===== config.mk =====
export PLATFORM = sky130hd
export DESIGN_NAME = cmu_ctrl
export DESIGN_NICKNAME = d
export VERILOG_FILES = /design/src/hdl/cmu_pkg.sv /design/src/hdl/cmu_ctrl.sv
export SDC_FILE = /design/constraint.sdc
export NUM_CORES = 1
export LEC_CHECK = 0
export BUFFER_PORTS_ARGS = -buffer_cell sky130_fd_sc_hd__buf_2
export CORE_ASPECT_RATIO = 1.5
export CORE_MARGIN = 2
export CORE_UTILIZATION = 40
export DETAILED_ROUTE_END_ITERATION = 16
export GPL_TIMING_DRIVEN = 0
export HOLD_SLACK_MARGIN = 0.08
export RECOVER_POWER = 100
export SYNTH_ARGS = -nofsm -noshare
export SYNTH_HDL_FRONTEND = slang
export SYNTH_SLANG_ARGS = --single-unit
export TNS_END_PERCENT = 10

===== constraint.sdc =====
create_clock -name clock -period 3.05 [get_ports clock]
set_clock_uncertainty 0.1 [all_clocks]
set_input_delay 0.305 -clock clock [delete_from_list [all_inputs] [get_ports clock]]
set_output_delay 0.305 -clock clock [all_outputs]
set_load 0.05 [all_outputs]

===== src/hdl/cmu_pkg.sv =====
package cmu_pkg;
   localparam int CFG_IDX_W = 1;
   localparam logic [CFG_IDX_W-1:0] REG_MATRIX_DIM = 1'd0;
   localparam logic [CFG_IDX_W-1:0] REG_EPS_THRESHOLD = 1'd1;
   localparam int CFG_DATA_W = 40;
   localparam int DIM_W = 5;
   localparam int IDX_W = 4;
   localparam int FRAC_BITS = 16;
   localparam int SQ_W = 40;

   typedef enum logic [2:0] {
      ST_LOAD,
      ST_START,
      ST_MAC,
      ST_DRAIN,
      ST_CHECK,
      ST_RESULT
   } state_type;

   typedef struct packed {
      logic clear_acc;
      logic issue;
      logic entry_done;
      logic check;
      logic is_diag;
   } cmd_type;

   typedef struct packed {
      logic fail;
   } status_type;
endpackage


===== src/hdl/cmu_ctrl.sv =====
module cmu_ctrl #(
   parameter int MAX_DIM = 16
) (
   input  logic clock,
   input  logic reset,
   input  logic start,
   input  logic [cmu_pkg::DIM_W-1:0] dim,
   input  logic rsp_ready,
   input  cmu_pkg::status_type status,
   output cmu_pkg::cmd_type cmd,
   output logic [2*$clog2((MAX_DIM > 1) ? MAX_DIM : 2)-1:0] rd_addr_a,
   output logic [2*$clog2((MAX_DIM > 1) ? MAX_DIM : 2)-1:0] rd_addr_b,
   output logic busy,
   output logic rsp_valid,
   output logic rsp_is_unitary
);
   import cmu_pkg::*;
   localparam int CW = $clog2(MAX_DIM + 1);
   localparam int XW = $clog2((MAX_DIM > 1) ? MAX_DIM : 2);

   state_type state_ff, state_in;
   logic [CW-1:0] dim_ff, r_ff, c_ff, i_ff;
   logic [2:0] wait_ff;
   logic result_ff;
   logic [CW-1:0] dim_in;

   always_comb begin
      dim_in = (32'(dim) > MAX_DIM) ? CW'(MAX_DIM) : CW'(dim);
   end

   always_comb begin
      state_in = state_ff;
      case (state_ff)
         ST_LOAD: if (start) state_in = ST_START;
         ST_START: state_in = (dim_ff == '0) ? ST_RESULT : ST_MAC;
         ST_MAC: if (i_ff == dim_ff - CW'(1)) state_in = ST_DRAIN;
         ST_DRAIN: if (wait_ff == 3'd3) state_in = ST_CHECK;
         ST_CHECK: begin
            if (wait_ff == 3'd2) begin
               if (status.fail) state_in = ST_RESULT;
               else if (r_ff == dim_ff - CW'(1) && c_ff == dim_ff - CW'(1))
                  state_in = ST_RESULT;
               else state_in = ST_MAC;
            end
         end
         ST_RESULT: if (rsp_ready) state_in = ST_LOAD;
         default: state_in = ST_LOAD;
      endcase
   end

   always_ff @(posedge clock) begin
      if (reset) begin
         state_ff <= ST_LOAD;
         dim_ff <= '0;
         r_ff <= '0;
         c_ff <= '0;
         i_ff <= '0;
         wait_ff <= '0;
         result_ff <= 1'b1;
      end else begin
         state_ff <= state_in;
         case (state_ff)
            ST_LOAD: begin
               dim_ff <= dim_in;
               r_ff <= '0;
               c_ff <= '0;
               i_ff <= '0;
               result_ff <= 1'b1;
            end
            ST_MAC: begin
               i_ff <= i_ff + CW'(1);
               wait_ff <= '0;
            end
            ST_DRAIN: wait_ff <= (wait_ff == 3'd3) ? 3'd0 : wait_ff + 3'd1;
            ST_CHECK: begin
               wait_ff <= wait_ff + 3'd1;
               if (wait_ff == 3'd2) begin
                  i_ff <= '0;
                  if (status.fail) result_ff <= 1'b0;
                  if (c_ff == dim_ff - CW'(1)) begin
                     c_ff <= '0;
                     r_ff <= r_ff + CW'(1);
                  end else begin
                     c_ff <= c_ff + CW'(1);
                  end
               end
            end
            default: ;
         endcase
      end
   end

   always_comb begin
      cmd = '0;
      cmd.is_diag = (r_ff == c_ff);
      case (state_ff)
         ST_START: cmd.clear_acc = 1'b1;
         ST_MAC: cmd.issue = 1'b1;
         ST_DRAIN: cmd.entry_done = (wait_ff == 3'd3);
         ST_CHECK: begin
            cmd.check = (wait_ff == 3'd0);
            cmd.clear_acc = (wait_ff == 3'd2);
         end
         default: ;
      endcase
   end

   assign rd_addr_a = {XW'(r_ff), XW'(i_ff)};
   assign rd_addr_b = {XW'(c_ff), XW'(i_ff)};
   assign busy = (state_ff != ST_LOAD);
   assign rsp_valid = (state_ff == ST_RESULT);
   assign rsp_is_unitary = result_ff;
endmodule


# After elaboration in Yosys (flattened, before gate mapping)
# Index checks and enable logic that the tools add are counted.
[classes] n_div=0 n_reduce_logical=13 muxes=27 n_mul=0 shift=0 n_eq_ne=18 order_cmp=1 n_addsub=5 bitwise=0
[op_table] cell="5-bit 2-to-1 mux" n=6
[op_table] cell="3-bit 2-to-1 mux" n=9
[op_table] cell="5-bit equality test" n=4
[op_table] cell="5-bit one-hot mux with 2 select lines" n=2
[op_table] cell="3-bit one-hot mux with 6 select lines" n=1
[op_table] cell="5-bit by 1-bit adder with 5-bit output, second input constant" n=3
[op_table] cell="5-bit one-hot mux with 3 select lines" n=1
[op_table] cell="2-bit inequality test, second input constant" n=7
[op_table] cell="3-bit by 2-bit equality test with 1-bit output, second input constant" n=4
[op_table] cell="3-bit one-hot mux with 3 select lines" n=1
[op_table] cell="3-bit nonzero test" n=3
[op_table] cell="3-bit equality test, second input constant" n=2
[op_table] cell="3-bit zero test" n=2
[op_table] cell="3-bit AND reduction" n=2
[op_table] cell="5-bit > comparator, second input constant" n=1
[op_table] cell="5-bit zero test" n=1
[op_table] cell="1-bit 2-to-1 mux" n=5
[op_table] cell="5-bit AND reduction" n=1
[op_table] cell="5-bit by 1-bit subtractor with 5-bit output, second input constant" n=1
[op_table] cell="1-bit one-hot mux with 2 select lines" n=2
[op_table] cell="2-bit AND reduction" n=2
[op_table] cell="3-bit by 1-bit adder with 3-bit output, second input constant" n=1
[op_table] cell="3-bit by 1-bit equality test with 1-bit output, second input constant" n=1
[op_table] cell="2-bit nonzero test" n=1
[op_table] cell="1-bit logical AND" n=1
[totals] regBits=27 romBits=0 out_inout_bits=24 memories=0 latch_bits=0 ramBits=0

# Logic depth before layout (Yosys ltp)
# Gate-level depths: netlist of run 1.
[logic_depth] depth_word=7 depth_mapped=9 mapped_depth_nobuf=8

# Worst setup path before layout of run 1
# OpenSTA, ideal clock, no wires.
[synth_timing] path_type="reg-to-output" startpoint="register c_ff[3]" endpoint="output port cmd[0] in the netlist's numbering" path_slack_ns=0.781 path_buffers=1 arrival_ns=1.864 path_stages_with_launch=5 path_cell_list="dfxtp_1 -> clkbuf_1 -> xnor2_1 -> nand3_1 -> nor3_1"
[synth_rtl] element="start: declaration" line="cmu_ctrl.sv:22" source="logic [CW-1:0] dim_ff, r_ff, c_ff, i_ff;"
[synth_rtl] element="start signal: assignment" line="cmu_ctrl.sv:84" source="c_ff <= c_ff + CW'(1);"
[synth_rtl] element="end: declaration" line="cmu_ctrl.sv:10" source="output cmu_pkg::cmd_type cmd,"

# Worst setup path in the final report of run 1
[layout_timing] startpoint="register dim_ff[0]" endpoint="register state_ff[0]"
[layout_between] elab_chain_cells=7 elab_cells_between_ends=13 cone_classes="add/sub (1); eq/ne (4); mux (5); reduce/logical (3)"
[layout_lines] element="start: declaration" line="cmu_ctrl.sv:22"
[layout_lines] element="start signal: assignment" line="cmu_ctrl.sv:64" source="dim_ff <= dim_in;"
[layout_lines] element="5-bit by 1-bit subtractor with 5-bit output" line="cmu_ctrl.sv:36, cmu_ctrl.sv:41"
[layout_lines] element="5-bit equality test" line="cmu_ctrl.sv:41" source="else if (r_ff == dim_ff - CW'(1) && c_ff == dim_ff - CW'(1))"
[layout_lines] element="1-bit logical AND" line="cmu_ctrl.sv:41"
[layout_lines] element="3-bit 2-to-1 mux" line="cmu_ctrl.sv:41"
[layout_lines] element="3-bit 2-to-1 mux" line="cmu_ctrl.sv:40" source="if (status.fail) state_in = ST_RESULT;"
[layout_lines] element="3-bit 2-to-1 mux" line="cmu_ctrl.sv:39" source="if (wait_ff == 3'd2) begin"
[layout_lines] element="3-bit one-hot mux with 6 select lines" line="cmu_ctrl.sv:33" source="case (state_ff)"
[layout_lines] element="end signal: assignment" line="cmu_ctrl.sv:61" source="state_ff <= state_in;"
[layout_lines] element="end: declaration" line="cmu_ctrl.sv:21" source="state_type state_ff, state_in;"
# Several ways; a longest one is shown, not always the timed one. The select of a mux whose other input is x is not followed.
# A chain may end at the register's enable or synchronous reset.

==> impl_metrics.csv, run 1 <==
group,metric,value,unit
hold_path,worstHoldStart,"dim[4]",
layout,multi_input_area,0.001215,mm^2
floorplan,start_util,0.4117,
layout,area_delta_synth_final,12.99,%
floorplan,dieArea,0.005499,mm^2
logic_synthesis,async_flop_share,0,
grt,gr-usage-all-layers,0.1819,
critical_path,crit_fanout,6,
critical_path,critPathBufInv,2,
pwr,leakagePower,0.0008634,uW
grt,grt-busiest-layer,"met2",
clock_network,cts_hold_buffers,0,
layout,design_area,0.002220,mm^2
logic_synthesis,avgSynthCellArea,8.359,um^2
floorplan,dieWidth,61.22,um
critical_path,cp_cell_sequence,"clkbuf_1 -> inv_1 -> ha_1 -> xnor2_2 -> xnor2_1 -> a211o_1 -> nor4_1 -> o21ai_0 -> a211oi_1",
floorplan,num_io_pins,34,
clock_network,cts_tree,"built",
hold_path,hp-class,"input port to flip-flop",
critical_path,cp.required,3.13,ns
sta,max_freq,372.1,MHz
logic_synthesis,synth_area_leaders,"dfxtp_1, xor2_1, buf_4, xnor2_1, ha_1",
logic_synthesis,synth_edf_count,0,
critical_path,criticalPathCategory,"flip-flop to flip-flop",
logic_synthesis,synth_most_common_cell,"dfxtp_1",
grt,grt_pass1_wl,7769,um
status,status,"finished, final reports clean",
critical_path,rr_endpoint,"state_ff[0]",
sta,holdWs,0.2269,ns
layout,layout.area.seq,540.5,um^2
pwr,power_switching,795.4,uW
pwr,p_comb_frac,0.586,
pwr,internal_power,831.7,uW
logic_synthesis,post-synth-top-area-cell,"dfxtp_1",
layout,diodes,0,
sta,max-slew-margin-rel,0.2996,
sta,drv_slew,0,
critical_path,cp.arrival,2.76,ns
routing,ant_nets,0,
floorplan,core_area,0.004771,mm^2
flow_run,cap_violations,0,
sta,finalHoldViolCount,0,
clock_network,clk_latency,0.27,ns
clock_network,clk_path_buf_depth,2,
logic_synthesis,synth_area,0.001964,mm^2
floorplan,std_cell_rows,31,
grt,grt-ovfl-total,0,
clock_network,cts-buffers-inserted,3,
pwr,swShare,0.4889,
logic_synthesis,synth_common_cells,"dfxtp_1, nor2_1, buf_4, xor2_1",
critical_path,slowest_delay,0.38,ns
grt,gr-usage-met1,0.2192,
routing,routed_wl,4528,um
pwr,power_frac_seq,0.287,
sta,timing.final.crit_share,0.8812,
place,dp_hpwl,3442,um
critical_path,start_kind,"flip-flop",
pwr,ir_drop,347.7,uV
sta,fin_tns_setup,0,ns
critical_path,worst_setup_path_end_kind,"flip-flop",
sta,setup_viol,0,
critical_path,rr_worst_depth,9,
grt,grt_max_degree,16,
logic_synthesis,yosys.cell_types.count,45,
floorplan,die_h,89.83,um
place,post_dp_cell_area,0.002207,mm^2
pwr,p_clk_frac,0.126,
routing,firstDrtPassIters,4,
critical_path,rrSetupSlack,0.36,ns
routing,vias_per_cell,5.039,
clock_network,cts_root_buf,"clkbuf_8",
layout,nets,291,
hold_path,hold_depth,3,
clock_network,cts.htree.levels,1,
clock_network,clock-sinks,27,
logic_synthesis,yosysWarningCount,0,
place,port_buffers,32,
layout,fillCellCount,511,
critical_path,path_delay_family,"compound AO/OA/AOI/OAI gates",
grt,grt_use_met2,0.3121,
logic_synthesis,syn_nets,254,
pwr,power_density,733.1,mW/mm^2
routing,drt_iter0_drc,60,
logic_synthesis,seq_area_frac_synth,0.2752,
hold_path,worstHoldEndpoint,"dim_ff[4]",
clock_network,postCtsSetupRepairBufs,0,
place,place_congestion,0.9031,
critical_path,slowest_stage,"nor4_1",
logic_synthesis,synth_top_area_share,0.2752,
layout,fin_util,0.4653,
routing,vias,1698,
grt,met3_usage,0.01871,
sta,rsz0062_at_grt,"false",
routing,drc,0,
logic_synthesis,netlist_instances,235,
sta,tightest_slew,1.048,ns
logic_synthesis,synth_ff_type,"dfxtp_1",
grt,grt_pass1_vias,1651,
layout,drive_above_1_share,0.1292,
sta,min_period,2.688,ns
clock_network,postCtsResizedCells,0,
grt,antenna_found_initial,0,
routing,wl_per_cell,13.44,um
clock_network,cts.clk_slew.worst_paths,0.10,ns
logic_synthesis,synth_seq_cells,27,
critical_path,reg2reg_from,"dim_ff[0]",
## power by group through the flow
stage | Clock (uW) | Combinational [uW] | Sequential, uW
global route | 230 | 1060 | 477
global placement | 0 | 955 | 476
CTS | 213 | 971 | 469
finish | 206 | 954 | 467
floorplan | 0 | 765 | 469
detailed placement | 0 | 966 | 476
## sequential cells by signal, indices dropped and copies added (netlist names)
register,count
state_ff,3
wait_ff,3
c_ff,5
r_ff,5
rsp_is_unitary,1
i_ff,5
dim_ff,5
## layout by cell type (no fill, tap or decap), drive strengths merged, types with 2 or more instances in the layout
master / synthesis / routed
nand2b: 8 / 8
a21oi: 13 / 13
nand3: 3 / 3
o21a: 2 / 2
mux2i: 2 / 2
nand4: 7 / 7
and2: 3 / 3
xnor2: 14 / 14
o32ai: 2 / 2
nor2b: 3 / 3
a22oi: 2 / 2
xor2: 14 / 14
a31oi: 2 / 2
nor3b: 8 / 8
nand2: 12 / 12
xnor3: 3 / 3
dfxtp: 27 / 27
nor2: 19 / 19
or3: 4 / 4
and3: 2 / 2
clkbuf: 13 / 39
a211oi: 6 / 6
inv: 8 / 8
nor3: 13 / 13
o21ai: 7 / 7
buf: 17 / 26
ha: 9 / 9
## metal layers
layer,vias to the layer above,part of all wire
li1,875,-
met1,779,0.43
met3,8,0.022
met4,0,0.019
met5,-,0
met2,36,0.53
## worst min-delay path, stage by stage
cell     delay, ns
buf_2         0.12
mux2i_1       0.07
nor2_1        0.07
## stage by stage
step / total power, uW / setup slack (ns) / std cells
after detailed placement: 1442 / 0.5138 / 333
after CTS: 1652 / 0.4740 / 337
after global placement: 1432 / 0.5556 / 333
after global routing: 1771 / 0.2062 / 337
after floorplan: 1234 / 0.7805 / 235
final: 1627 / 0.3622 / 337
## kinds of logic (layout without fill, tap and decap cells)
| logic type | count (synthesis) | in the layout | share of synthesized area |
|---|---|---|---|
| compound gates | 39 | 39 | 0.1287 |
| xor+xnor | 32 | 32 | 0.1752 |
| fa+ha+maj | 9 | 9 | 0.05733 |
| buf+inv | 38 | 74 | 0.1038 |
| flops | 27 | 27 | 0.2752 |
| mux | 3 | 3 | 0.01592 |
| simple gates | 87 | 87 | 0.2439 |
## final cells by class
| cell class | count | share of cell area |
|---|---|---|
| clock inverters | 1 | 0.002255 |
| multi-input cells | 170 | 0.5474 |
| inverters | 8 | 0.01353 |
| repair buffers | 32 | 0.05975 |
| flip-flops and latches | 27 | 0.2435 |
| clock buffers | 3 | 0.01860 |
| well taps | 66 | 0.03720 |
| plain buffers | 30 | 0.07779 |
## worst max-delay path by stage
stage / start / end / depth (start not counted)
floorplan: c_ff[3] / cmd[0] / 4
global placement: dim_ff[0] / state_ff[2] / 9
detailed placement: dim_ff[0] / state_ff[0] / 9
CTS: dim_ff[0] / state_ff[0] / 9
global route: state_ff[1] / cmd[3] / 3
finish: dim_ff[0] / state_ff[0] / 9
No activity file was read; power rests on OpenSTA's default activity.
==> run 2: changes to the inputs <==
--- a/config.mk
+++ b/config.mk
@@ -8,7 +8,7 @@
 export BUFFER_PORTS_ARGS = -buffer_cell sky130_fd_sc_hd__buf_2
 export CORE_ASPECT_RATIO = 1.5
 export CORE_MARGIN = 2
-export CORE_UTILIZATION = 40
+export CORE_UTILIZATION = 35
 export DETAILED_ROUTE_END_ITERATION = 16
 export GPL_TIMING_DRIVEN = 0
 export HOLD_SLACK_MARGIN = 0.08
==> impl_metrics.csv, run 2 (synthesis results as in run 1) <==
group,metric,value,unit
status,status,"finished, final reports clean",
clock_network,clk_path_buf_depth,2,
critical_path,rrSetupSlack,0.38,ns
flow_run,cap_violations,0,
grt,grt_pass1_vias,1456,
routing,vias_per_cell,4.877,
routing,drc,0,
grt,grt_max_degree,15,
sta,finalHoldViolCount,0,
layout,layoutNonFillerInstCount,341,
layout,nets,291,
clock_network,cts_root_buf,"clkbuf_8",
floorplan,dieArea,0.006240,mm^2
layout,area_delta_synth_final,12.80,%
grt,grt_pass1_wl,7017,um
routing,drt_iter0_drc,73,
routing,wl_met2,2357,um
clock_network,postCtsResizedCells,0,
critical_path,rr_worst_depth,9,
clock_network,clock-sinks,27,
hold_path,worstHoldEndpoint,"dim_ff[4]",
hold_path,hold_depth,3,
routing,routed.top_layer,"met4",
critical_path,start_kind,"flip-flop",
place,post-place-cells,337,
routing,wl_per_cell,12.96,um
routing,routed_wl,4421,um
floorplan,core_area,0.005450,mm^2
sta,max_freq,373.9,MHz
pwr,power_density,727.4,mW/mm^2
floorplan,dieWidth,65.17,um
critical_path,crit_fanout,10,
hold_path,hp-class,"input port to flip-flop",
routing,firstDrtPassIters,4,
hold_path,worstHoldStart,"dim[4]",
grt,antenna_found_initial,0,
floorplan,num_io_pins,34,
grt,gr-usage-all-layers,0.1447,
sta,rsz0062_at_grt,"false",
layout,fin_util,0.4066,
critical_path,cp.arrival,2.78,ns
critical_path,cp.required,3.16,ns
critical_path,criticalPathCategory,"flip-flop to flip-flop",
clock_network,postCtsSetupRepairBufs,0,
place,port_buffers,32,
layout,diodes,0,
place,place_congestion,0.8428,
floorplan,start_util,0.3604,
floorplan,die_h,95.76,um
sta,setup_viol,0,
pwr,power.total,1612,uW
clock_network,clk_latency,0.28,ns
routing,dr_wl_met3,110,um
critical_path,worst_setup_path_end_kind,"flip-flop",
routing,vias,1663,
critical_path,reg2reg_from,"dim_ff[0]",
routing,wl_met1,1897,um
place,dp_hpwl,3438,um
sta,min_period,2.674,ns
pwr,leakagePower,0.0008585,uW
layout,drive_above_1_share,0.1218,
clock_network,cts_tree,"built",
clock_network,cts.clk_slew.worst_paths,0.08,ns
clock_network,cts_hold_buffers,0,
pwr,ir_drop,328.0,uV
sta,max-slew-margin-rel,0.3324,
layout,final_common_cell,"clkbuf_1",
routing,ant_nets,0,
sta,drv_slew,0,
clock_network,cts-buffers-inserted,3,
sta,timing.final.crit_share,0.8768,
critical_path,rr_endpoint,"r_ff[1]",
sta,tightest_slew,0.9992,ns
floorplan,std_cell_rows,33,
layout,layout_common_cells,"clkbuf_1, dfxtp_1, nor2_1",
clock_network,cts.htree.levels,1,
sta,fin_tns_setup,0,ns
grt,grt-ovfl-total,0,
==> run 2: cell types whose count changed in the layout (fill, tap and decap cells not counted), sizes merged <==
cell	previous run	this run
clkbuf	39	40
clkinv	1	0
==> run 2: per-layer routing <==
layer  up-vias  track usage
li1        868            -
met1       765       0.1684
met2        25       0.2764
met3         5      0.01053
met4         0      0.04688
met5         -            0
==> run 2: worst max-delay path: stages (launching register included) <==
cell	delay, ns
dfxtp_1	0.31
clkbuf_1	0.32
inv_1	0.10
ha_1	0.28
xnor2_2	0.17
xnor2_1	0.14
a211o_1	0.29
o21a_1	0.28
nor2_1	0.40
mux2i_1	0.22
==> run 2: report_power, final <==
part | leakage [uW] | switching (uW) | internal, uW | total (uW)
Clock | 0.0000228 | 111 | 93.7 | 204
Combinational | 0.000617 | 608 | 333 | 941
Sequential | 0.000219 | 61.9 | 405 | 467
Total | 0.000859 | 781 | 831 | 1610
==> run 2: layout make-up <==
type	count	area, um^2
well taps	70	87.58
inverters	8	30.03
plain buffers	30	172.7
fillers	607	3234
clock buffers	4	45.04
flip-flops and latches	27	540.5
repair buffers	32	132.6
multi-input cells	170	1207
==> run 2: how the worst max path moves through the flow <==
stage | cells past startpoint | slack [ns] | end | start
CTS | 9 | 0.48 | state_ff[2] | dim_ff[0]
global placement | 9 | 0.56 | state_ff[2] | dim_ff[0]
global route | 9 | 0.16 | state_ff[0] | dim_ff[0]
finish | 9 | 0.38 | r_ff[1] | dim_ff[0]
floorplan | 4 | 0.78 | cmd[0] | c_ff[3]
detailed placement | 9 | 0.51 | state_ff[2] | dim_ff[0]
==> run 2: stage by stage <==
stage | worst slack [ns] | hold slack [ns] | area (um^2)
after floorplan | 0.7805 | 0.3489 | 1964
after global placement | 0.5629 | 0.3284 | 2212
after detailed placement | 0.5062 | 0.3424 | 2212
after CTS | 0.4806 | 0.2378 | 2257
after global routing | 0.1634 | 0.2512 | 2216
final | 0.3758 | 0.2437 | 2216
